--- src/rtl/rcpp_pkg.sv ---
// ----------------------------------------------------------------------------
// rcpp_pkg
// Shared types and constants of the control payload packer.
// ----------------------------------------------------------------------------
`default_nettype none

package rcpp_pkg;

    localparam int CH_W         = 16;
    localparam int SW_W         = 5;
    localparam int BYTE_W       = 8;
    localparam int WIDE_W       = 10;
    localparam int MAG_W        = 14;
    localparam int PROD_W       = 24;
    localparam int QUOT_W       = 9;
    localparam int RECIP_W      = 25;
    localparam int FULL_W       = PROD_W + RECIP_W;
    localparam int DIV_SHIFT    = 39;
    localparam int HOP_W        = 4;
    localparam int HOP_CHANNELS = 15;
    localparam int NUM_WIDE     = 4;
    localparam int NUM_NARROW   = 4;
    localparam int FMT_W        = 3;

    localparam logic signed [CH_W-1:0] CLAMP_HI = 16'sd10000;
    localparam logic signed [CH_W-1:0] CLAMP_LO = -16'sd10000;

    // x * K / 20000 done as (x * K) * RECIP >> DIV_SHIFT, exact for x * K < 2**24
    localparam logic [WIDE_W-1:0]  SCALE_K_WIDE   = 10'd1023;
    localparam logic [WIDE_W-1:0]  SCALE_K_NARROW = 10'd255;
    localparam logic [RECIP_W-1:0] DIV_RECIP      = 25'd27487791;
    localparam logic [WIDE_W-1:0]  MID_WIDE       = 10'd512;
    localparam logic [WIDE_W-1:0]  MID_NARROW     = 10'd128;

    localparam logic [BYTE_W-1:0] CAL_IDLE_MARK = 8'hAA;
    localparam logic [BYTE_W-1:0] CAL_BUSY_MARK = 8'h77;
    localparam logic [BYTE_W-1:0] CAL_PULSE     = 8'h20;
    localparam logic [BYTE_W-1:0] CAL_SATURATE  = 8'd250;
    localparam logic [BYTE_W-1:0] CAL_WIN_LO    = 8'd20;
    localparam logic [BYTE_W-1:0] CAL_WIN_HI    = 8'd25;

    localparam logic [HOP_W-1:0] HOP_LAST = HOP_W'(HOP_CHANNELS - 1);

    localparam int SW_MODE  = 0;
    localparam int SW_FLIP  = 1;
    localparam int SW_VID   = 2;
    localparam int SW_PIC   = 3;
    localparam int SW_CAL   = 4;

    typedef enum logic [FMT_W-1:0] {
        FMT_V1     = 3'd0,
        FMT_V2     = 3'd1,
        FMT_FLAG_A = 3'd2,
        FMT_FLAG_B = 3'd3,
        FMT_FLAG_M = 3'd4
    } t_format;

    typedef struct packed {
        logic en_mul;
        logic en_div;
    } t_lane_ctrl;

endpackage

`default_nettype wire

--- src/rtl/rcpp_if.sv ---
// ----------------------------------------------------------------------------
// rcpp_if
// Request and payload channels of the control payload packer.
// ----------------------------------------------------------------------------
`default_nettype none


interface rcpp_out_if;
    logic       valid;
    logic       ready;
    logic [7:0] payload_byte0;
    logic [7:0] payload_byte1;
    logic [7:0] payload_byte2;
    logic [7:0] payload_byte3;
    logic [7:0] payload_byte4;
    logic [7:0] payload_byte5;
    logic [7:0] payload_byte6;
    logic [7:0] payload_byte7;
    logic [7:0] payload_byte8;
    logic [7:0] payload_byte9;
    logic [7:0] payload_byte10;
    logic [3:0] hop_index;

    modport source (
        output valid, payload_byte0, payload_byte1, payload_byte2, payload_byte3,
               payload_byte4, payload_byte5, payload_byte6, payload_byte7,
               payload_byte8, payload_byte9, payload_byte10, hop_index,
        input  ready
    );
    modport sink (
        input  valid, payload_byte0, payload_byte1, payload_byte2, payload_byte3,
               payload_byte4, payload_byte5, payload_byte6, payload_byte7,
               payload_byte8, payload_byte9, payload_byte10, hop_index,
        output ready
    );
endinterface

`default_nettype wire

--- src/rtl/rcpp_merge.sv ---
// ----------------------------------------------------------------------------
// rcpp_merge
// Assembles the 11-byte payload from the lane results, applies the format
// layout, runs the calibration counter and hop position, and holds the
// output register.
// ----------------------------------------------------------------------------
`default_nettype none

module rcpp_merge (
    input  logic                                i_clk,
    input  logic                                i_rst_n,
    input  logic                                i_valid,
    output logic                                o_ready,
    input  logic [rcpp_pkg::FMT_W-1:0]          i_format,
    input  logic [rcpp_pkg::WIDE_W-1:0]         i_wide [rcpp_pkg::NUM_WIDE],
    input  logic [rcpp_pkg::WIDE_W-1:0]         i_narrow [rcpp_pkg::NUM_NARROW],
    input  logic [rcpp_pkg::SW_W-1:0]           i_switches,
    rcpp_out_if.source                          o_out
);
    import rcpp_pkg::*;

    logic              take;
    logic              r_valid;
    logic [BYTE_W-1:0] r_cal_count;
    logic [BYTE_W-1:0] n_cal_count;
    logic [HOP_W-1:0]  r_hop;
    logic [HOP_W-1:0]  n_hop;
    logic [BYTE_W-1:0] r_byte [11];
    logic [BYTE_W-1:0] n_byte [11];
    logic [HOP_W-1:0]  r_hop_index;
    logic              cal_fmt;
    logic              calibrating;

    assign o_ready = !r_valid || o_out.ready;
    assign take    = i_valid && o_ready;

    always_comb begin
        n_byte[0] = i_wide[0][BYTE_W-1:0];
        n_byte[1] = i_wide[1][BYTE_W-1:0];
        n_byte[2] = i_wide[2][BYTE_W-1:0];
        n_byte[3] = i_wide[3][BYTE_W-1:0];
        n_byte[4] = {i_wide[3][9:8], i_wide[2][9:8], i_wide[1][9:8], i_wide[0][9:8]};
        n_byte[5] = i_narrow[0][BYTE_W-1:0];
        n_byte[6] = i_narrow[1][BYTE_W-1:0];
        n_byte[7] = i_narrow[2][BYTE_W-1:0];
        n_byte[8] = i_narrow[3][BYTE_W-1:0];
        n_byte[9] = CAL_IDLE_MARK;
        n_byte[10] = '0;
        n_cal_count = '0;
        cal_fmt = 1'b0;

        case (i_format)
            FMT_FLAG_B: begin
                n_byte[6] = {2'b00, i_switches[SW_MODE], i_switches[SW_VID],
                             i_switches[SW_FLIP], i_switches[SW_PIC], 2'b00};
                cal_fmt   = 1'b1;
            end
            FMT_FLAG_A: begin
                n_byte[6] = {2'b00, i_switches[SW_MODE], 2'b00, i_switches[SW_FLIP],
                             i_switches[SW_VID], i_switches[SW_PIC]};
                cal_fmt   = 1'b1;
            end
            FMT_FLAG_M: begin
                n_byte[6] = {2'b00, i_switches[SW_MODE], 2'b00, i_switches[SW_FLIP],
                             i_switches[SW_VID], i_switches[SW_PIC]};
            end
            default: begin
            end
        endcase

        calibrating = cal_fmt && i_switches[SW_CAL];
        if (calibrating) begin
            n_byte[9] = CAL_BUSY_MARK;
            if (r_cal_count >= CAL_WIN_LO && r_cal_count <= CAL_WIN_HI) begin
                n_byte[10] = CAL_PULSE;
            end
            n_cal_count = (r_cal_count < CAL_SATURATE) ? r_cal_count + 8'd1 : CAL_SATURATE;
        end

        if (i_format == FMT_V1) begin
            n_byte[7]   = '0;
            n_byte[8]   = '0;
            n_byte[9]   = '0;
            n_byte[10]  = '0;
            n_cal_count = r_cal_count;
        end

        n_hop = (r_hop >= HOP_LAST) ? '0 : r_hop + HOP_W'(1);
    end

    always_ff @(posedge i_clk) begin
        if (!i_rst_n) begin
            r_valid     <= 1'b0;
            r_cal_count <= '0;
            r_hop       <= '0;
        end else begin
            if (take) begin
                r_valid     <= 1'b1;
                r_cal_count <= n_cal_count;
                r_hop       <= n_hop;
            end else if (o_out.ready) begin
                r_valid <= 1'b0;
            end
        end
    end

    always_ff @(posedge i_clk) begin
        if (take) begin
            r_byte      <= n_byte;
            r_hop_index <= r_hop;
        end
    end

    assign o_out.valid          = r_valid;
    assign o_out.payload_byte0  = r_byte[0];
    assign o_out.payload_byte1  = r_byte[1];
    assign o_out.payload_byte2  = r_byte[2];
    assign o_out.payload_byte3  = r_byte[3];
    assign o_out.payload_byte4  = r_byte[4];
    assign o_out.payload_byte5  = r_byte[5];
    assign o_out.payload_byte6  = r_byte[6];
    assign o_out.payload_byte7  = r_byte[7];
    assign o_out.payload_byte8  = r_byte[8];
    assign o_out.payload_byte9  = r_byte[9];
    assign o_out.payload_byte10 = r_byte[10];
    assign o_out.hop_index      = r_hop_index;

endmodule

`default_nettype wire

--- src/flat_wrapper.sv ---
// flat-port wrapper written by rule: the top's interface ports become plain ports
module rcpp_merge_flat import rcpp_pkg::*;
  (i_clk, i_rst_n, i_valid, o_ready, i_format, i_wide, i_narrow, i_switches, o_out_valid, o_out_payload_byte0, o_out_payload_byte1, o_out_payload_byte2, o_out_payload_byte3, o_out_payload_byte4, o_out_payload_byte5, o_out_payload_byte6, o_out_payload_byte7, o_out_payload_byte8, o_out_payload_byte9, o_out_payload_byte10, o_out_hop_index, o_out_ready);
  rcpp_out_if o_out_i ();
  input  logic i_clk;
  input  logic i_rst_n;
  input  logic i_valid;
  output logic o_ready;
  input  logic [rcpp_pkg::FMT_W-1:0] i_format;
  input  logic [rcpp_pkg::WIDE_W-1:0] i_wide[rcpp_pkg::NUM_WIDE];
  input  logic [rcpp_pkg::WIDE_W-1:0] i_narrow[rcpp_pkg::NUM_NARROW];
  input  logic [rcpp_pkg::SW_W-1:0] i_switches;
  output wire logic [$bits(o_out_i.valid)-1:0] o_out_valid;
  output wire logic [$bits(o_out_i.payload_byte0)-1:0] o_out_payload_byte0;
  output wire logic [$bits(o_out_i.payload_byte1)-1:0] o_out_payload_byte1;
  output wire logic [$bits(o_out_i.payload_byte2)-1:0] o_out_payload_byte2;
  output wire logic [$bits(o_out_i.payload_byte3)-1:0] o_out_payload_byte3;
  output wire logic [$bits(o_out_i.payload_byte4)-1:0] o_out_payload_byte4;
  output wire logic [$bits(o_out_i.payload_byte5)-1:0] o_out_payload_byte5;
  output wire logic [$bits(o_out_i.payload_byte6)-1:0] o_out_payload_byte6;
  output wire logic [$bits(o_out_i.payload_byte7)-1:0] o_out_payload_byte7;
  output wire logic [$bits(o_out_i.payload_byte8)-1:0] o_out_payload_byte8;
  output wire logic [$bits(o_out_i.payload_byte9)-1:0] o_out_payload_byte9;
  output wire logic [$bits(o_out_i.payload_byte10)-1:0] o_out_payload_byte10;
  output wire logic [$bits(o_out_i.hop_index)-1:0] o_out_hop_index;
  input wire logic [$bits(o_out_i.ready)-1:0] o_out_ready;
  assign o_out_valid = o_out_i.valid;
  assign o_out_payload_byte0 = o_out_i.payload_byte0;
  assign o_out_payload_byte1 = o_out_i.payload_byte1;
  assign o_out_payload_byte2 = o_out_i.payload_byte2;
  assign o_out_payload_byte3 = o_out_i.payload_byte3;
  assign o_out_payload_byte4 = o_out_i.payload_byte4;
  assign o_out_payload_byte5 = o_out_i.payload_byte5;
  assign o_out_payload_byte6 = o_out_i.payload_byte6;
  assign o_out_payload_byte7 = o_out_i.payload_byte7;
  assign o_out_payload_byte8 = o_out_i.payload_byte8;
  assign o_out_payload_byte9 = o_out_i.payload_byte9;
  assign o_out_payload_byte10 = o_out_i.payload_byte10;
  assign o_out_hop_index = o_out_i.hop_index;
  assign o_out_i.ready = o_out_ready;
  rcpp_merge u_core (.i_clk(i_clk), .i_rst_n(i_rst_n), .i_valid(i_valid), .o_ready(o_ready), .i_format(i_format), .i_wide(i_wide), .i_narrow(i_narrow), .i_switches(i_switches), .o_out(o_out_i));
endmodule
--- config.mk ---
export PLATFORM = sky130hd
export DESIGN_NAME = rcpp_merge_flat
export DESIGN_NICKNAME = d
export VERILOG_FILES = /design/src/rtl/rcpp_pkg.sv /design/src/rtl/rcpp_if.sv /design/src/rtl/rcpp_merge.sv /design/src/flat_wrapper.sv
export SDC_FILE = /design/constraint.sdc
export NUM_CORES = 1
export LEC_CHECK = 0
export BUFFER_PORTS_ARGS = -buffer_cell sky130_fd_sc_hd__buf_2
export CAP_MARGIN = 30
export CORE_UTILIZATION = 35
export CTS_CLUSTER_SIZE = 20
export DETAILED_ROUTE_END_ITERATION = 10
export PLACE_DENSITY_LB_ADDON = 0.08
export SLEW_MARGIN = 40
export SYNTH_ARGS = -nofsm -noshare
export SYNTH_HDL_FRONTEND = slang
export SYNTH_SLANG_ARGS = --single-unit
--- constraint.sdc ---
create_clock -name i_clk -period 3.35 [get_ports i_clk]
set_input_delay 0.1675 -clock i_clk [delete_from_list [all_inputs] [get_ports i_clk]]
set_output_delay 0.1675 -clock i_clk [all_outputs]
set_load 0.02 [all_outputs]
## Word-level counts from Yosys, hierarchy flattened

Cells that the tools add are included.

| cells by class | value |
|---|---|
| reduce and logical (&&, ||, !) cells | 11 |
| add/sub/neg operators | 2 |
| bitwise gates (word level) | 2 |
| $lt $le $gt $ge | 4 |
| mux-type cells | 9 |
| equality and inequality tests | 3 |

Operators by type and width:

| operator | number |
|---|---|
| 16-bit 2-to-1 mux | 1 |
| 8-bit 2-to-1 mux | 2 |
| 8-bit case mux with 2 select lines | 1 |
| 8-bit by 1-bit adder with 8-bit output (second input constant) | 1 |
| 8-bit by 5-bit greater-or-equal comparator with 1-bit output (second input constant) | 1 |
| 8-bit by 5-bit <= comparator with 1-bit output (second input constant) | 1 |
| 8-bit less-than comparator (second input constant) | 1 |
| 3-bit by 2-bit equality test with 1-bit output (second input constant) | 2 |
| 6-bit 2-to-1 mux | 1 |
| 2-bit OR reduction | 3 |
| 4-bit by 1-bit adder with 4-bit output (second input constant) | 1 |
| 4-bit greater-or-equal comparator (second input constant) | 1 |
| 4-bit 2-to-1 mux | 1 |
| 3-bit equality test (second input constant) | 1 |
| 1-bit logical AND | 3 |
| 3-bit logical NOT | 1 |
| 1-bit 2-to-1 mux | 3 |
| 1-bit NOT | 2 |
| 2-bit AND reduction | 1 |
| 2-bit nonzero test | 1 |
| 1-bit logical NOT | 1 |
| 1-bit logical OR | 1 |

| storage, ports and cells | value |
|---|---|
| input bits | 92 |
| bits in registers | 105 |
| word-level logic and storage cells | 46 |

## Logic depth before layout (Yosys ltp)

| depth | value |
|---|---|
| word-level depth | 6 |
| gate-level depth with buffers | 6 |
| depth with buffers taken out | 5 |

## Worst setup path after synthesis

No wires, ideal clock.

| timing path | value |
|---|---|
| kind | register to register |
| start point | reg u_core.r_valid, in the netlist u_core.o_out.valid |
| end point | reg u_core.r_hop[3] |
| data required time | 3.275 ns |
| setup slack | -0.267 ns |
| path buffers | 2 |
| stages on the path, launching flop included | 7 |
| clock period less this slack | 3.617 ns |
| arrival time | 3.541 ns |
| cells stage by stage | dfxtp_1 -> nand2b_1 -> buf_2 -> and2_0 -> clkbuf_1 -> a41oi_1 -> nor2_1 |

| on the way | value |
|---|---|
| cells in the longest elaborated chain, start to end | 3 |

Ends and longest elaborated chain:

| element | line | text |
|---|---|---|
| start, declared | rcpp_merge.sv:23 | `logic r_valid;` |
| start signal, assigned | rcpp_merge.sv:93 | `r_valid <= 1'b0;` |
| start signal, assigned | rcpp_merge.sv:98 | `r_valid <= 1'b1;` |
| start signal, assigned | rcpp_merge.sv:102 | `r_valid <= 1'b0;` |
| 1-bit logical NOT | rcpp_merge.sv:34 | `assign o_ready = !r_valid \|\| o_out.ready;` |
| 1-bit logical OR | rcpp_merge.sv:34 |  |
| via o_ready | flat_wrapper.sv:8 | `output logic o_ready;` |
| 1-bit logical AND | rcpp_merge.sv:35 | `assign take = i_valid && o_ready;` |
| via u_core.take | rcpp_merge.sv:22 | `logic take;` |
| end signal, assigned | rcpp_merge.sv:100 | `r_hop <= n_hop;` |
| end, declared | rcpp_merge.sv:26 | `logic [HOP_W-1:0] r_hop;` |

The timed path passes the listed nets, and every way through them passes these cells.
A chain may end at the register's enable or synchronous reset.

## Final worst setup path

| timing path | value |
|---|---|
| start point | reg u_core.r_valid, in the netlist u_core.o_out.valid |
| end point | reg u_core.r_byte, in the netlist u_core.o_out.payload_byte8[1], enable pin |

| on the way | value |
|---|---|
| cells in the longest elaborated chain, start to end | 3 |

Ends and longest elaborated chain:

| element | line | text |
|---|---|---|
| 1-bit logical NOT | rcpp_merge.sv:34 |  |
| 1-bit logical OR | rcpp_merge.sv:34 |  |
| 1-bit logical AND | rcpp_merge.sv:35 |  |
| end signal, assigned | rcpp_merge.sv:109 | `r_byte <= n_byte;` |
| end, declared | rcpp_merge.sv:28 | `logic [BYTE_W-1:0] r_byte [11];` |

Every way passes these cells.

==> impl_metrics.toml <==
[outcome]
status = "complete, no violations"

[timing]
fin_skew_ns = 0.0102
grt_setup_unrepaired = "false"
worst_slack_ns = 1.69
finalHoldViolCount = 0
drv_slew = 0
fin_tns_setup_ns = 0
fmax_mhz = 601
period_needed_ns = 1.66
setup_viol = 0
fin_crit_sh_pct = 49.7
hold_slack_ns = 0.0847

[worst_setup_path]
cp_max_fo = 42
cp-start-kind = "register"
cp-end-kind = "register"
worstPathRequired_ns = 3.39
path_class = "reg -> reg"
arrival_ns = 1.71

[detailed_routing]
drt-initial-drc-count = 84
viasPerCell = 4.34
drc_errors = 0
routedWlPerCell_um = 14.1
drt-pass1-iter-count = 4
ant_nets = 0
via_count = 2515
drt-total-wl_um = 8140

[synthesis]
synth-seq-cells = 93
yosys-top-cells-area = "edfxtp_1 68%, dfxtp_1 7.4%, and2_1 3.4%, buf_4 2.6%, ha_1 1.8%"
synth-main-ff-cell = "edfxtp_1"
post_synth_inst_count = 223
synthArstFlopShare_pct = 0
yosysTopAreaCell = "edfxtp_1"
netlist.area_leader.share_pct = 68.4
netlist_area_um2 = 3510
synth_enable_flop_cells = 80
yosys_warnings = 0
synthDistinctLibCells = 44
seq_area_frac_synth_pct = 75.9
syn_area_per_cell_um2 = 15.7

[cts]
cts_buffers = 9
post-cts-setup-buffers = 0
clockBufferDepth = 2
cts_root_buf = "clkbuf_8"
clkLatencyLatePin_ns = 0.36
postCtsHoldBufs = 48
cts_resized = 0
cts_sinks = 93
htreeDepth = 3
cts_tree = "yes"
clkSlewWorstSetupHoldPaths_ns = 0.09

[placement]
gp_congestion = 0.749
dpl.cell_count = 516
pre_cts_ws_ns = 1.68
post-dp-hpwl_um = 5720
io_buffers = 170

[layout]
final_cell_mix = "170 x buf_2, 80 x edfxtp_1, 48 x dlygate4sd3_1"
fill_cells = 872
final_common_cell = "buf_2"
areaGrowthSynthToFinish_pct = 47.2
fin_cells = 579
drive_above_1_share_pct = 42.8
layout.nets = 539
n_antenna_cell = 0

[floorplan]
die_h_um = 102
die_area_um2 = 10400
start_util_pct = 36.1
fp.dieW_um = 102
coreArea_um2 = 9730
core.rowCount = 36
ios = 186

[grt]
first_global_vias = 2205
overflow = 0
grt_pass1_wl_um = 11400
track_usage_pct = 15.1
antenna_found_initial = 0
grt_max_degree = 43

[power_and_ir_drop]
p_leak_nw = 2.18
cellPowerDensity_nw_per_um2 = 483
vdd_drop_max_mv = 0.219

[min_path]
min_path_type = "in -> reg"

[job]
maxCapViolations = 0
==> sequential cells by signal, summed over array words and instances, names as in the netlist <==
register	cells
u_core.o_out.payload_byte10	1
u_core.r_cal_count	8
u_core.o_out.payload_byte9	3
u_core.o_out.payload_byte1	8
u_core.o_out.payload_byte4	8
u_core.o_out.payload_byte2	8
u_core.o_out.payload_byte5	8
u_core.o_out.payload_byte8	8
u_core.o_out.payload_byte0	8
u_core.o_out.payload_byte3	8
u_core.o_out.hop_index	4
u_core.o_out.payload_byte7	8
u_core.o_out.payload_byte6	8
u_core.r_hop	4
u_core.o_out.valid	1
==> synth_stat cells (all sizes together) (3+ instances only) <==
cell	n
edfxtp	80
and2	20
buf	16
dfxtp	13
nor2	10
a21oi	8
o21ai	8
nand2	7
inv	6
nand3	6
ha	5
and3	4
a211oi	3
a21boi	3
a41oi	3
and2b	3
==> cell type report <==
cell class | count | area [um2] | area share (%)
sequential | 93 | 2660 | 51.5
timing repair buffer | 220 | 1380 | 26.7
multi-input combinational | 112 | 726 | 14.0
tap | 133 | 166 | 3.22
clock buffer | 9 | 124 | 2.40
clock inverter | 6 | 86.3 | 1.67
inverter | 6 | 22.5 | 0.436
==> through the flow <==
| stage | total power [mW] | util, % | cell area [um2] |
|---|---|---|---|
| floorplan | 1.55 | - | 3530 |
| global placement | 1.66 | 45.5 | 4430 |
| detailed placement | 1.68 | 46.0 | 4480 |
| CTS | 2.52 | 53.1 | 5170 |
| global route | 2.59 | 53.1 | 5170 |
| finish | 2.49 | 53.1 | 5170 |
==> path summary, 6_finish.rpt <==
kind	start	endpoint	slack, ns	depth (start not counted)
hold reg to reg	u_core.r_hop[3]$_SDFFE_PN0P_	u_core.o_out.hop_index[3]$_DFFE_PP_	0.48	0
hold / removal	i_narrow[27]	u_core.o_out.payload_byte6[7]$_DFFE_PP_	0.08	2
setup reg to reg	u_core.o_out.valid$_SDFFE_PN0P_	u_core.o_out.payload_byte8[1]$_SDFFCE_PN0P_	1.69	3
setup / recovery	u_core.o_out.valid$_SDFFE_PN0P_	u_core.o_out.payload_byte8[1]$_SDFFCE_PN0P_	1.69	3
==> logic make-up (layout without fill, tap and decap cells) <==
group           after synthesis  in the layout  synth area share [%]
other cells                   1              7                 0.107
compound gates               32             32                  6.06
flops                        93             93                  75.9
mux                           2              2                 0.606
simple gates                 63             63                  10.7
xor+xnor                      3              3                 0.749
buf+inv                      24            241                  4.17
fa+ha+maj                     5              5                  1.78
==> worst max-delay path, stage by stage (launching register included) <==
cell	delay, ns
dfxtp_1	0.32
nand2b_1	0.27
and2_4	0.44
buf_12	0.27
==> power by group <==
| group | switching, mW | internal [mW] |
|---|---|---|
| logic | 0.193 | 0.143 |
| clock network | 0.389 | 0.416 |
| registers | 0.0187 | 1.33 |
| total | 0.601 | 1.89 |
==> layer usage <==
layer / track usage [%] / part of all wire [%] / up-vias
met5: 0 / 0 / -
met4: 6.59 / 1.3 / 0
met3: 4.92 / 8.1 / 7
met2: 24.6 / 48 / 105
met1: 18.4 / 43 / 1159
li1: - / - / 1244
Note: power is estimated with default switching activity, not from simulation.
