===== config.mk =====
export PLATFORM = sky130hd
export DESIGN_NAME = rcpp_lane
export DESIGN_NICKNAME = d
export VERILOG_FILES = /design/src/rtl/rcpp_pkg.sv /design/src/rtl/rcpp_lane.sv
export SDC_FILE = /design/constraint.sdc
export NUM_CORES = 1
export LEC_CHECK = 0
export ABC_AREA = 1
export BUFFER_PORTS_ARGS = -buffer_cell sky130_fd_sc_hd__buf_2
export CORE_MARGIN = 3
export CORE_UTILIZATION = 55
export DETAILED_ROUTE_END_ITERATION = 8
export GPL_TIMING_DRIVEN = 0
export PLACE_DENSITY = 0.71
export SYNTH_ARGS = -nofsm -noshare
export SYNTH_HDL_FRONTEND = slang
export SYNTH_SLANG_ARGS = --single-unit

===== constraint.sdc =====
create_clock -name i_clk -period 24.1 [get_ports i_clk]
set_clock_uncertainty 0.2 [all_clocks]
set_input_delay 2.41 -clock i_clk [delete_from_list [all_inputs] [get_ports i_clk]]
set_output_delay 2.41 -clock i_clk [all_outputs]
set_load 0.01 [all_outputs]

===== src/rtl/rcpp_pkg.sv =====
// ----------------------------------------------------------------------------
// rcpp_pkg
// Shared types and constants of the control payload packer.
// ----------------------------------------------------------------------------
`default_nettype none

package rcpp_pkg;

    localparam int CH_W         = 16;
    localparam int SW_W         = 5;
    localparam int BYTE_W       = 8;
    localparam int WIDE_W       = 10;
    localparam int MAG_W        = 14;
    localparam int PROD_W       = 24;
    localparam int QUOT_W       = 9;
    localparam int RECIP_W      = 25;
    localparam int FULL_W       = PROD_W + RECIP_W;
    localparam int DIV_SHIFT    = 39;
    localparam int HOP_W        = 4;
    localparam int HOP_CHANNELS = 15;
    localparam int NUM_WIDE     = 4;
    localparam int NUM_NARROW   = 4;
    localparam int FMT_W        = 3;

    localparam logic signed [CH_W-1:0] CLAMP_HI = 16'sd10000;
    localparam logic signed [CH_W-1:0] CLAMP_LO = -16'sd10000;

    // x * K / 20000 done as (x * K) * RECIP >> DIV_SHIFT, exact for x * K < 2**24
    localparam logic [WIDE_W-1:0]  SCALE_K_WIDE   = 10'd1023;
    localparam logic [WIDE_W-1:0]  SCALE_K_NARROW = 10'd255;
    localparam logic [RECIP_W-1:0] DIV_RECIP      = 25'd27487791;
    localparam logic [WIDE_W-1:0]  MID_WIDE       = 10'd512;
    localparam logic [WIDE_W-1:0]  MID_NARROW     = 10'd128;

    localparam logic [BYTE_W-1:0] CAL_IDLE_MARK = 8'hAA;
    localparam logic [BYTE_W-1:0] CAL_BUSY_MARK = 8'h77;
    localparam logic [BYTE_W-1:0] CAL_PULSE     = 8'h20;
    localparam logic [BYTE_W-1:0] CAL_SATURATE  = 8'd250;
    localparam logic [BYTE_W-1:0] CAL_WIN_LO    = 8'd20;
    localparam logic [BYTE_W-1:0] CAL_WIN_HI    = 8'd25;

    localparam logic [HOP_W-1:0] HOP_LAST = HOP_W'(HOP_CHANNELS - 1);

    localparam int SW_MODE  = 0;
    localparam int SW_FLIP  = 1;
    localparam int SW_VID   = 2;
    localparam int SW_PIC   = 3;
    localparam int SW_CAL   = 4;

    typedef enum logic [FMT_W-1:0] {
        FMT_V1     = 3'd0,
        FMT_V2     = 3'd1,
        FMT_FLAG_A = 3'd2,
        FMT_FLAG_B = 3'd3,
        FMT_FLAG_M = 3'd4
    } t_format;

    typedef struct packed {
        logic en_mul;
        logic en_div;
    } t_lane_ctrl;

endpackage

`default_nettype wire


===== src/rtl/rcpp_lane.sv =====
// ----------------------------------------------------------------------------
// rcpp_lane
// One channel lane: clamp, scale by 1023 or 255, divide by 20000 toward
// zero and add the midpoint. Two register stages.
// ----------------------------------------------------------------------------
`default_nettype none

module rcpp_lane (
    input  logic                               i_clk,
    input  rcpp_pkg::t_lane_ctrl               i_ctrl,
    input  logic                               i_wide,
    input  logic signed [rcpp_pkg::CH_W-1:0]   i_value,
    output logic [rcpp_pkg::WIDE_W-1:0]        o_scaled
);
    import rcpp_pkg::*;

    logic signed [CH_W-1:0]  clamped;
    logic [CH_W-1:0]         mag_full;
    logic [MAG_W-1:0]        mag;
    logic [PROD_W-1:0]       n_prod;
    logic [PROD_W-1:0]       r_prod;
    logic                    r_neg;
    logic                    r_wide;
    logic [FULL_W-1:0]       full;
    logic [QUOT_W-1:0]       quot;
    logic [WIDE_W-1:0]       mid;
    logic [WIDE_W-1:0]       n_scaled;
    logic [WIDE_W-1:0]       r_scaled;

    always_comb begin
        if (i_value > CLAMP_HI) begin
            clamped = CLAMP_HI;
        end else if (i_value < CLAMP_LO) begin
            clamped = CLAMP_LO;
        end else begin
            clamped = i_value;
        end
        mag_full = clamped[CH_W-1] ? CH_W'(-clamped) : CH_W'(clamped);
        mag      = mag_full[MAG_W-1:0];
        n_prod   = PROD_W'(mag) * PROD_W'(i_wide ? SCALE_K_WIDE : SCALE_K_NARROW);
    end

    always_ff @(posedge i_clk) begin
        if (i_ctrl.en_mul) begin
            r_prod <= n_prod;
            r_neg  <= clamped[CH_W-1];
            r_wide <= i_wide;
        end
    end

    always_comb begin
        full     = FULL_W'(r_prod) * FULL_W'(DIV_RECIP);
        quot     = full[DIV_SHIFT +: QUOT_W];
        mid      = r_wide ? MID_WIDE : MID_NARROW;
        n_scaled = r_neg ? (mid - WIDE_W'(quot)) : (mid + WIDE_W'(quot));
    end

    always_ff @(posedge i_clk) begin
        if (i_ctrl.en_div) begin
            r_scaled <= n_scaled;
        end
    end

    assign o_scaled = r_scaled;

endmodule

`default_nettype wire


Word-level counts from Yosys, hierarchy flattened
Index checks and enable logic that the tools add are counted.
{ "word_totals": {"ff_bits": 36, "input_bits": 20, "out_inout_bits": 10, "word_cells": 17} }
{ "op_classes": {"mux": 6, "magnitude_cmp": 2, "multipliers": 2, "addsub": 3} }
{ "op_table": {"columns": ["operator", "count"], "rows": [
  ["$mul A24 B25 Y48 const B", 1],
  ["$mux W16", 2],
  ["$mux W10", 3],
  ["$mul A14 B10 Y24", 1],
  ["$gt A16 B15 Y1 const B", 1],
  ["$lt A16 B15 Y1 const B", 1],
  ["$mux W14", 1],
  ["$neg A14 Y14", 1],
  ["$add A10 B9 Y10", 1],
  ["$sub A10 B9 Y10", 1]
]} }

Logic depth before layout (Yosys ltp)
Gate-level depths: netlist of the first run.
{ "depth": {"ltp_word": 6, "mapped_depth": 41, "mapped_depth_nobuf": 41} }

Worst setup path before layout of the first run
OpenSTA, ideal clock, no wires.
{ "synth_timing": {"kind": "in2reg", "startpoint": "input port i_value[8] (netlist bit)", "endpoint": "register r_prod[21], data pin", "required_ns": 23.635, "path_buffers": 0, "setup_time_ns": 0.265, "arrival_ns": 8.814, "path_stages": 32, "path_slack_ns": 14.821, "path_cell_list": "or2_2 > o311ai_0 > nand2_1 > nand3_1 > ha_1 > inv_1 > nand3_1 > nand3_1 > nor3_1 > or2_2 > nand2_1 > xor2_1 > inv_1 > fa_1 > inv_1 > fa_1 > inv_1 > fa_1 > inv_1 > fa_1 > inv_1 > fa_1 > inv_1 > ha_1 > nand2_1 > o21ai_0 > inv_1 > o21a_1 > o21bai_1 > a31oi_1 > o21ai_0 > xor2_1"} }
{ "synth_via": {"elab_chain_cells": 6, "elab_cells_between_ends": 7, "cone_classes": "add/sub (1); mul (1); order compare (2); mux (3)"} }
{ "synth_rtl": {"columns": ["item", "line_no", "source"], "rows": [
  ["from (decl)", "rcpp_lane.sv:12", "input logic signed [rcpp_pkg::CH_W-1:0] i_value,"],
  ["$lt A16 B15 Y1", "rcpp_lane.sv:33", "end else if (i_value < CLAMP_LO) begin"],
  ["$mux W16", "rcpp_lane.sv:33", null],
  ["$mux W16 (*)", "rcpp_lane.sv:31", "if (i_value > CLAMP_HI) begin"],
  ["$neg A14 Y14", "rcpp_lane.sv:38", "mag_full = clamped[CH_W-1] ? CH_W'(-clamped) : CH_W'(clamped);"],
  ["$mux W14 (*)", "rcpp_lane.sv:38", null],
  ["$mul A14 B10 Y24 (*)", "rcpp_lane.sv:40", "n_prod = PROD_W'(mag) * PROD_W'(i_wide ? SCALE_K_WIDE : SCALE_K_NARROW);"],
  ["named net n_prod[21]", "rcpp_lane.sv:20", "logic [PROD_W-1:0] n_prod;"],
  ["to (signal assigned)", "rcpp_lane.sv:45", "r_prod <= n_prod;"],
  ["to (decl)", "rcpp_lane.sv:21", "logic [PROD_W-1:0] r_prod;"]
]} }
Mark *: on every way through the listed nets, which the timed path passes. The rest lies on a longest branch.
A chain may end at the register's enable or synchronous reset.

Worst setup path in the final report of the first run
Same ends and word-level chain as after synthesis.

==> impl_metrics.prom, run 1 <==
# TYPE chip_impl_metric gauge
chip_impl_info{name="run_status",value="complete, no violations"} 1
chip_impl_metric{name="relSlewSlack",unit=""} 0.524
chip_impl_info{name="rr_startpoint",value="r_prod[9]"} 1
chip_impl_metric{name="critPathMaxFanout",unit=""} 8
chip_impl_info{name="synth_ff_type",value="edfxtp_1"} 1
chip_impl_metric{name="detailedRoute.firstIterationViolations",unit=""} 667
chip_impl_metric{name="synth-seq-cells",unit=""} 36
chip_impl_metric{name="place_hpwl",unit="mm"} 38.7
chip_impl_metric{name="synth-edff-count",unit=""} 36
chip_impl_metric{name="std_cell_rows",unit=""} 64
chip_impl_info{name="worst_hold_path_type",value="reg -> reg"} 1
chip_impl_metric{name="preCtsSetupSlack",unit="ns"} 13.69
chip_impl_metric{name="post_cts.resized_instances",unit=""} 0
chip_impl_metric{name="initial_standard_cell_utilization_of_the_core",unit=""} 0.562
chip_impl_metric{name="die_height",unit="um"} 183
chip_impl_metric{name="grt_pass1_wl",unit="mm"} 70.6
chip_impl_metric{name="layout-drive-gt1-share",unit=""} 0.0423
chip_impl_metric{name="worst_hold_path_cell_count",unit=""} 4
chip_impl_metric{name="worstSkewPairLatency",unit="ns"} 0.31
chip_impl_metric{name="hold_buffer_count_at_cts",unit=""} 0
chip_impl_info{name="slowest_stage",value="fa_1"} 1
chip_impl_metric{name="initial_antenna_violation_count",unit=""} 0
chip_impl_metric{name="worst-slew-pin-transition",unit="ns"} 0.709
chip_impl_metric{name="die_w",unit="um"} 183
chip_impl_metric{name="finalNetCount",unit=""} 2729
chip_impl_metric{name="fp.coreArea",unit="um^2"} 30700
chip_impl_metric{name="ys_async_sr_fraction",unit=""} 0
chip_impl_metric{name="global_route.overflow_total",unit=""} 0
chip_impl_metric{name="slew_limit_fails",unit=""} 0
chip_impl_metric{name="layout_setup_ws",unit="ns"} 14.00
chip_impl_info{name="worstHoldEndpoint",value="o_scaled[9]"} 1
chip_impl_metric{name="clock_sinks",unit=""} 36
chip_impl_metric{name="via_count_of_the_first_global_routing_pass",unit=""} 13600
chip_impl_metric{name="ant_nets",unit=""} 0
chip_impl_metric{name="synth_top_cell_area_share",unit=""} 0.376
chip_impl_metric{name="final_hold_viol_count",unit=""} 0
chip_impl_metric{name="rr_worst_depth",unit=""} 31
chip_impl_info{name="worstSetupEndpointType",value="flop"} 1
chip_impl_info{name="critPathMostFrequentCell",value="fa_1"} 1
chip_impl_metric{name="synth_to_layout_area_growth",unit="%"} 4.54
chip_impl_metric{name="grt_max_degree",unit=""} 27
chip_impl_metric{name="drtPass1Iterations",unit=""} 5
chip_impl_metric{name="cts_h_tree_depth",unit=""} 2
chip_impl_metric{name="worst-r2r-setup-slack",unit="ns"} 16.04
chip_impl_metric{name="grt.total_usage",unit=""} 0.271
chip_impl_metric{name="slowest_delay",unit="ns"} 0.64
chip_impl_info{name="startpoint_of_the_tightest_hold_check_path",value="r_wide"} 1
chip_impl_info{name="top_cells_by_area_in_the_synthesized_netlist",value="fa_1, ha_1, inv_1"} 1
chip_impl_metric{name="max_clock_freq",unit="GHz"} 0.0990
chip_impl_metric{name="via_count",unit=""} 12500
chip_impl_metric{name="setup_viol_count_final",unit=""} 0
chip_impl_metric{name="totalNegativeSetupSlack",unit="ns"} 0
chip_impl_metric{name="cts_made_buffers",unit=""} 5
chip_impl_metric{name="layout_worst_path_cycle_share",unit=""} 0.419
chip_impl_metric{name="fp.dieArea",unit="um^2"} 33600
chip_impl_metric{name="route.detailed.drc",unit=""} 0
chip_impl_metric{name="critical_path.n_buffers_inverters",unit=""} 5
chip_impl_metric{name="routabilityCongestion",unit=""} 0.977
chip_impl_metric{name="finalCriticalPeriod",unit="ns"} 10.10
chip_impl_info{name="clk_root_buffer_cell",value="clkbuf_16"} 1
chip_impl_metric{name="cp.required",unit="ns"} 23.94
chip_impl_metric{name="data_arrival_time_at_the_worst_slack_endpoint",unit="ns"} 9.94
chip_impl_metric{name="io_buffers",unit=""} 29
chip_impl_info{name="worst_r2r_endpoint",value="o_scaled[8]"} 1
chip_impl_metric{name="synthCells",unit=""} 2045
chip_impl_metric{name="wire_per_inst",unit="um"} 17.0
chip_impl_metric{name="synth-seq-area-share",unit=""} 0.0625
chip_impl_metric{name="final_cells",unit=""} 2478
chip_impl_info{name="synth_top_area_cell",value="fa_1"} 1
chip_impl_metric{name="route.detailed.vias_per_inst",unit=""} 5.05
chip_impl_metric{name="max-clock-path-buffers",unit=""} 2
chip_impl_info{name="cts_tree",value="built"} 1
chip_impl_metric{name="number_of_nets_in_the_synthesized_netlist",unit=""} 2693
chip_impl_metric{name="synth.yosys.warnings",unit=""} 0
chip_impl_metric{name="antenna-diode-count",unit=""} 0
chip_impl_info{name="crit_family",value="adder cells"} 1
chip_impl_info{name="rsz_0062_raised_after_global_routing",value="no"} 1
chip_impl_metric{name="synth.cell_area",unit="um^2"} 17300
chip_impl_info{name="worstSetupStartpointType",value="input port"} 1
chip_impl_metric{name="top_level_ports",unit=""} 30
chip_impl_metric{name="final_wl",unit="mm"} 42.1
chip_impl_metric{name="synthDistinctLibCells",unit=""} 41
chip_impl_metric{name="cts_post_setup_buffers_inserted",unit=""} 0
chip_impl_metric{name="utilization",unit=""} 0.588
chip_impl_metric{name="post_synthesis_mean_instance_area",unit="um^2"} 8.45
chip_impl_info{name="crit_path_class",value="in -> reg"} 1
chip_impl_metric{name="max_cap_viol_count",unit=""} 0
chip_impl_metric{name="clk_pin_slew_worst_paths",unit="ns"} 0.07
chip_impl_metric{name="total_placed_cells_including_tap_cells",unit=""} 2470
-- sequential cells by signal, indices dropped and copies added (netlist names) --
register and flops:
r_wide 1, r_neg 1, r_prod 24, o_scaled 10
-- synth_stat cells (all sizes together) (2+ instances only) --
library cell and number:
xnor2 18, o21bai 8, and2 3, nor3b 2
o31ai 2, or2 4, o211ai 2, fa 325
a21oi 54, nand3b 3, o21ai 29, xor2 22
a21boi 2, edfxtp 36, buf 3, nand2 361
nand3 69, nor4 2, a21o 5, inv 666
nand4 14, ha 303, nor3 10, nor2 96
-- cells by family after synthesis --
logic type,share of synthesized area
xor gates and xnor gates,0.0203
adders and majority gates,0.596
and+or+nand+nor,0.141
DFF,0.0625
buffers and inverters,0.146
AOI/OAI and AO/OA,0.0345
-- final cells by class --
class | instances | area (um^2)
clock inverters | 3 | 18.8
flip-flops and latches | 36 | 1080
inverters | 666 | 2500
multi-input cells | 1339 | 13700
clock buffers | 5 | 125
plain buffers | 4 | 27.5
fillers | 2868 | 12700
repair buffers | 29 | 145
well taps | 396 | 495
-- metrics by stage --
| step | cell area [um^2] | hold slack (ns) |
|---|---|---|
| CTS | 18100 | 0.491 |
| floorplan | 17300 | 0.419 |
| global placement | 17900 | 0.477 |
| finish | 18100 | 0.476 |
| detailed placement | 17900 | 0.470 |
| global route | 18100 | 0.572 |
-- worst register-to-register path: cells and delay by family, from the launching register on --
kind | cells | cell delay (ns)
xor gates and xnor gates | 1 | 0.16
adders and majority gates | 9 | 4.54
buffers and inverters | 5 | 0.38
and+or+nand+nor | 14 | 1.49
AOI/OAI and AO/OA | 2 | 0.39
DFF | 1 | 0.64
-- how the worst max path moves through the flow --
stage                     depth (start not counted)  startpoint          to  slack, ns
after floorplan                                  32  i_value[8]  r_prod[21]      14.82
after global placement                           31  i_value[8]  r_prod[23]      13.81
after detailed placement                         31  i_value[8]  r_prod[21]      13.69
after CTS                                        31  i_value[8]  r_prod[21]      13.97
after global routing                             36  i_value[8]  r_prod[20]      13.39
final                                            31  i_value[8]  r_prod[21]      14.00
-- cell usage in the layout (no fill, tap or decap), types with 3 or more instances in the layout --
| master | n |
|---|---|
| nand2_2 | 19 |
| nand2_1 | 342 |
| a21oi_1 | 54 |
| xor2_1 | 22 |
| or2_2 | 4 |
| xnor2_1 | 18 |
| o21ai_0 | 21 |
| nor2_2 | 10 |
| edfxtp_1 | 36 |
| o21bai_1 | 8 |
| inv_1 | 664 |
| ha_1 | 303 |
| nand4_1 | 13 |
| nand3_2 | 5 |
| a21o_1 | 5 |
| clkbuf_16 | 5 |
| nand3_1 | 64 |
| o21ai_1 | 6 |
| nor3_1 | 9 |
| buf_2 | 30 |
| nor2_1 | 82 |
| nor2_4 | 4 |
| fa_1 | 325 |
| and2_1 | 3 |
| nand3b_1 | 3 |
-- layer usage --
metal	up-vias	GRT usage	wire length, um	part of all wire
li1	6129	-	-	-
met2	347	0.434	18900	0.45
met5	-	0	0	0
met3	47	0.0567	3100	0.074
met4	0	0.0582	844	0.020
met1	5996	0.385	19200	0.46
Power of run 1 is not shown: default switching activity piles up to over one toggle a cycle in this logic, so the estimate is an artifact.
==> run 2: changes to the inputs <==
--- a/config.mk
+++ b/config.mk
@@ -5,7 +5,7 @@
 export SDC_FILE = /design/constraint.sdc
 export NUM_CORES = 1
 export LEC_CHECK = 0
-export ABC_AREA = 1
+export ABC_AREA = 0
 export BUFFER_PORTS_ARGS = -buffer_cell sky130_fd_sc_hd__buf_2
 export CORE_MARGIN = 3
 export CORE_UTILIZATION = 55
==> constraint.sdc (replaced) <==
create_clock -name i_clk -period 10.35 [get_ports i_clk]
set_clock_uncertainty 0.2 [all_clocks]
set_input_delay 1.035 -clock i_clk [delete_from_list [all_inputs] [get_ports i_clk]]
set_output_delay 1.035 -clock i_clk [all_outputs]
set_load 0.01 [all_outputs]
==> run 2 against run 1 <==
  * First-iteration DRC count fell by 13%
  * Global-route usage shrank 1.9 points
  * Cell count is 16% lower
  * Worst setup slack got worse by 13 ns
  * Critical path type unchanged
==> impl_metrics.prom, run 2 <==
# TYPE chip_impl_metric gauge
chip_impl_metric{name="hold_buffer_count_at_cts",unit=""} 0
chip_impl_info{name="run_status",value="complete, no violations"} 1
chip_impl_metric{name="worstSkewPairLatency",unit="ns"} 0.32
chip_impl_metric{name="die_height",unit="um"} 178
chip_impl_metric{name="max-clock-path-buffers",unit=""} 2
chip_impl_metric{name="slowest_delay",unit="ns"} 0.69
chip_impl_metric{name="grt.total_usage",unit=""} 0.252
chip_impl_info{name="clk_root_buffer_cell",value="clkbuf_16"} 1
chip_impl_info{name="critPathMostFrequentCell",value="fa_1"} 1
chip_impl_info{name="synth_ff_type",value="edfxtp_1"} 1
chip_impl_metric{name="ys_async_sr_fraction",unit=""} 0
chip_impl_metric{name="drtPass1Iterations",unit=""} 5
chip_impl_metric{name="clk_pin_slew_worst_paths",unit="ns"} 0.06
chip_impl_metric{name="synth.cell_area",unit="um^2"} 16200
chip_impl_metric{name="synthDistinctLibCells",unit=""} 69
chip_impl_metric{name="finalCriticalPeriod",unit="ns"} 9.66
chip_impl_metric{name="synth-seq-cells",unit=""} 36
chip_impl_metric{name="die_w",unit="um"} 178
chip_impl_info{name="rsz_0062_raised_after_global_routing",value="no"} 1
chip_impl_metric{name="synthCells",unit=""} 1651
chip_impl_metric{name="clock_sinks",unit=""} 36
chip_impl_metric{name="layout-drive-gt1-share",unit=""} 0.0344
chip_impl_metric{name="routabilityCongestion",unit=""} 0.950
chip_impl_metric{name="synth_top_cell_area_share",unit=""} 0.400
chip_impl_metric{name="totalNegativeSetupSlack",unit="ns"} 0
chip_impl_info{name="mostFrequentLayoutCell",value="inv_1"} 1
chip_impl_metric{name="critPathMaxFanout",unit=""} 6
chip_impl_info{name="top_cells_by_area_in_the_synthesized_netlist",value="fa_1, ha_1, inv_1"} 1
chip_impl_metric{name="setup_viol_count_final",unit=""} 0
chip_impl_metric{name="slew_limit_fails",unit=""} 0
chip_impl_metric{name="worst-slew-pin-transition",unit="ns"} 1.16
chip_impl_metric{name="grt_pass1_wl",unit="mm"} 61.3
chip_impl_metric{name="relSlewSlack",unit=""} 0.219
chip_impl_metric{name="cts_made_buffers",unit=""} 5
chip_impl_info{name="crit_path_class",value="in -> reg"} 1
chip_impl_metric{name="top_level_ports",unit=""} 30
chip_impl_metric{name="via_count",unit=""} 11100
chip_impl_metric{name="synth-seq-area-share",unit=""} 0.0665
chip_impl_metric{name="number_of_nets_in_the_synthesized_netlist",unit=""} 2299
chip_impl_info{name="synth_top_area_cell",value="fa_1"} 1
chip_impl_metric{name="antenna-diode-count",unit=""} 0
chip_impl_metric{name="cp.required",unit="ns"} 10.19
chip_impl_metric{name="layout.cell_area.non_filler",unit="um^2"} 17000
chip_impl_metric{name="worst_hold_slack",unit="ns"} 0.732
chip_impl_metric{name="fp.coreArea",unit="um^2"} 28900
chip_impl_metric{name="worst-r2r-setup-slack",unit="ns"} 1.14
chip_impl_metric{name="cts_h_tree_depth",unit=""} 2
chip_impl_metric{name="max_clock_freq",unit="GHz"} 0.104
chip_impl_metric{name="final_wl",unit="mm"} 37.5
chip_impl_metric{name="wire_per_inst",unit="um"} 18.1
chip_impl_metric{name="initial_standard_cell_utilization_of_the_core",unit=""} 0.561
chip_impl_info{name="synth.most_common_cell",value="inv_1"} 1
chip_impl_metric{name="synth.yosys.warnings",unit=""} 0
chip_impl_metric{name="route.detailed.drc",unit=""} 0
chip_impl_metric{name="grt_max_degree",unit=""} 27
chip_impl_info{name="worstSetupEndpointType",value="flop"} 1
chip_impl_info{name="worst_hold_path_type",value="reg -> reg"} 1
chip_impl_metric{name="route.detailed.vias_per_inst",unit=""} 5.35
chip_impl_metric{name="final_hold_viol_count",unit=""} 0
chip_impl_metric{name="largest_register_ffs",unit=""} 24
chip_impl_metric{name="data_arrival_time_at_the_worst_slack_endpoint",unit="ns"} 9.50
chip_impl_metric{name="finalNetCount",unit=""} 2335
chip_impl_metric{name="post_synthesis_mean_instance_area",unit="um^2"} 9.84
chip_impl_metric{name="std_cell_rows",unit=""} 62
chip_impl_info{name="yosys-top-cells-count",value="inv_1, fa_1, ha_1"} 1
chip_impl_metric{name="placed_area",unit="um^2"} 16900
chip_impl_metric{name="detailedRoute.firstIterationViolations",unit=""} 579
chip_impl_metric{name="cts_post_setup_buffers_inserted",unit=""} 0
chip_impl_metric{name="global_route.overflow_total",unit=""} 0
chip_impl_info{name="slowest_stage",value="a21oi_1"} 1
chip_impl_metric{name="ant_nets",unit=""} 0
chip_impl_metric{name="fp.dieArea",unit="um^2"} 31600
chip_impl_metric{name="post_cts.resized_instances",unit=""} 0
chip_impl_metric{name="max_cap_viol_count",unit=""} 0
chip_impl_metric{name="synth_to_layout_area_growth",unit="%"} 4.71
chip_impl_metric{name="place_hpwl",unit="mm"} 34.3
chip_impl_info{name="cts_tree",value="built"} 1
chip_impl_metric{name="fillers",unit=""} 2548
chip_impl_metric{name="initial_antenna_violation_count",unit=""} 1
chip_impl_metric{name="synth-edff-count",unit=""} 36
chip_impl_metric{name="via_count_of_the_first_global_routing_pass",unit=""} 12000
chip_impl_info{name="max_flop_register",value="r_prod"} 1
chip_impl_info{name="worstSetupStartpointType",value="input port"} 1
chip_impl_metric{name="io_buffers",unit=""} 29
chip_impl_info{name="final_cell_mix",value="inv_1, fa_1, ha_1"} 1
chip_impl_metric{name="layout_worst_path_cycle_share",unit=""} 0.933
==> run 2: worst max-delay path, delay by kind of cell <==
family          cells  cell delay (ns)
simple gates        9             1.83
compound gates     11             3.19
fa+ha+maj           7             3.05
buf+inv             4             0.30
xor+xnor            1             0.07
==> run 2: path summary, 6_finish.rpt <==
check,cells past startpoint,endpoint,start
worst max register to register,28,o_scaled[9],r_prod[21]
worst min-delay path,2,o_scaled[9],r_wide
worst max-delay path,32,r_prod[21],i_value[0]
worst min register to register,2,o_scaled[9],r_wide
==> run 2: logic make-up (layout without fill, tap and decap cells) <==
logic type               Yosys count  in the layout  synth area share
adder cells (fa/ha/maj)          628            628             0.634
buffers and inverters            533            570             0.123
flip-flops                        36             36            0.0665
XOR/XNOR                          57             57            0.0317
multiplexers                       4              4           0.00246
AND/OR/NAND/NOR                  206            206            0.0652
AO/OA/AOI/OAI                    187            187            0.0770
==> run 2: per-layer routing <==
metal  up-vias  wire (um)  GRT usage
li1       5224          -          -
met1      5545      16200      0.333
met2       250      18500      0.432
met3        64       1700     0.0359
met4         2       1160     0.0769
met5         -         13          0
==> run 2: cell type report <==
cell class | instances | area [um^2] | share of cell area
tap | 384 | 480 | 0.0282
clock buffer | 6 | 129 | 0.00758
sequential | 36 | 1080 | 0.0635
clock inverter | 2 | 11.3 | 0.000662
buffer | 9 | 35.0 | 0.00206
timing repair buffer | 29 | 145 | 0.00853
inverter | 524 | 1970 | 0.116
multi-input combinational | 1082 | 13200 | 0.774
==> run 2: metrics by stage <==
| stage | worst slack (ns) | util | instances |
|---|---|---|---|
| after global routing | 0.130 | 0.588 | 2072 |
| after detailed placement | 0.373 | 0.583 | 2064 |
| after floorplan | 1.53 | - | 1651 |
| final | 0.693 | 0.588 | 2072 |
| after global placement | 0.299 | 0.583 | 2064 |
| after CTS | 0.658 | 0.588 | 2072 |
Power of run 2 is left out for the same reason.
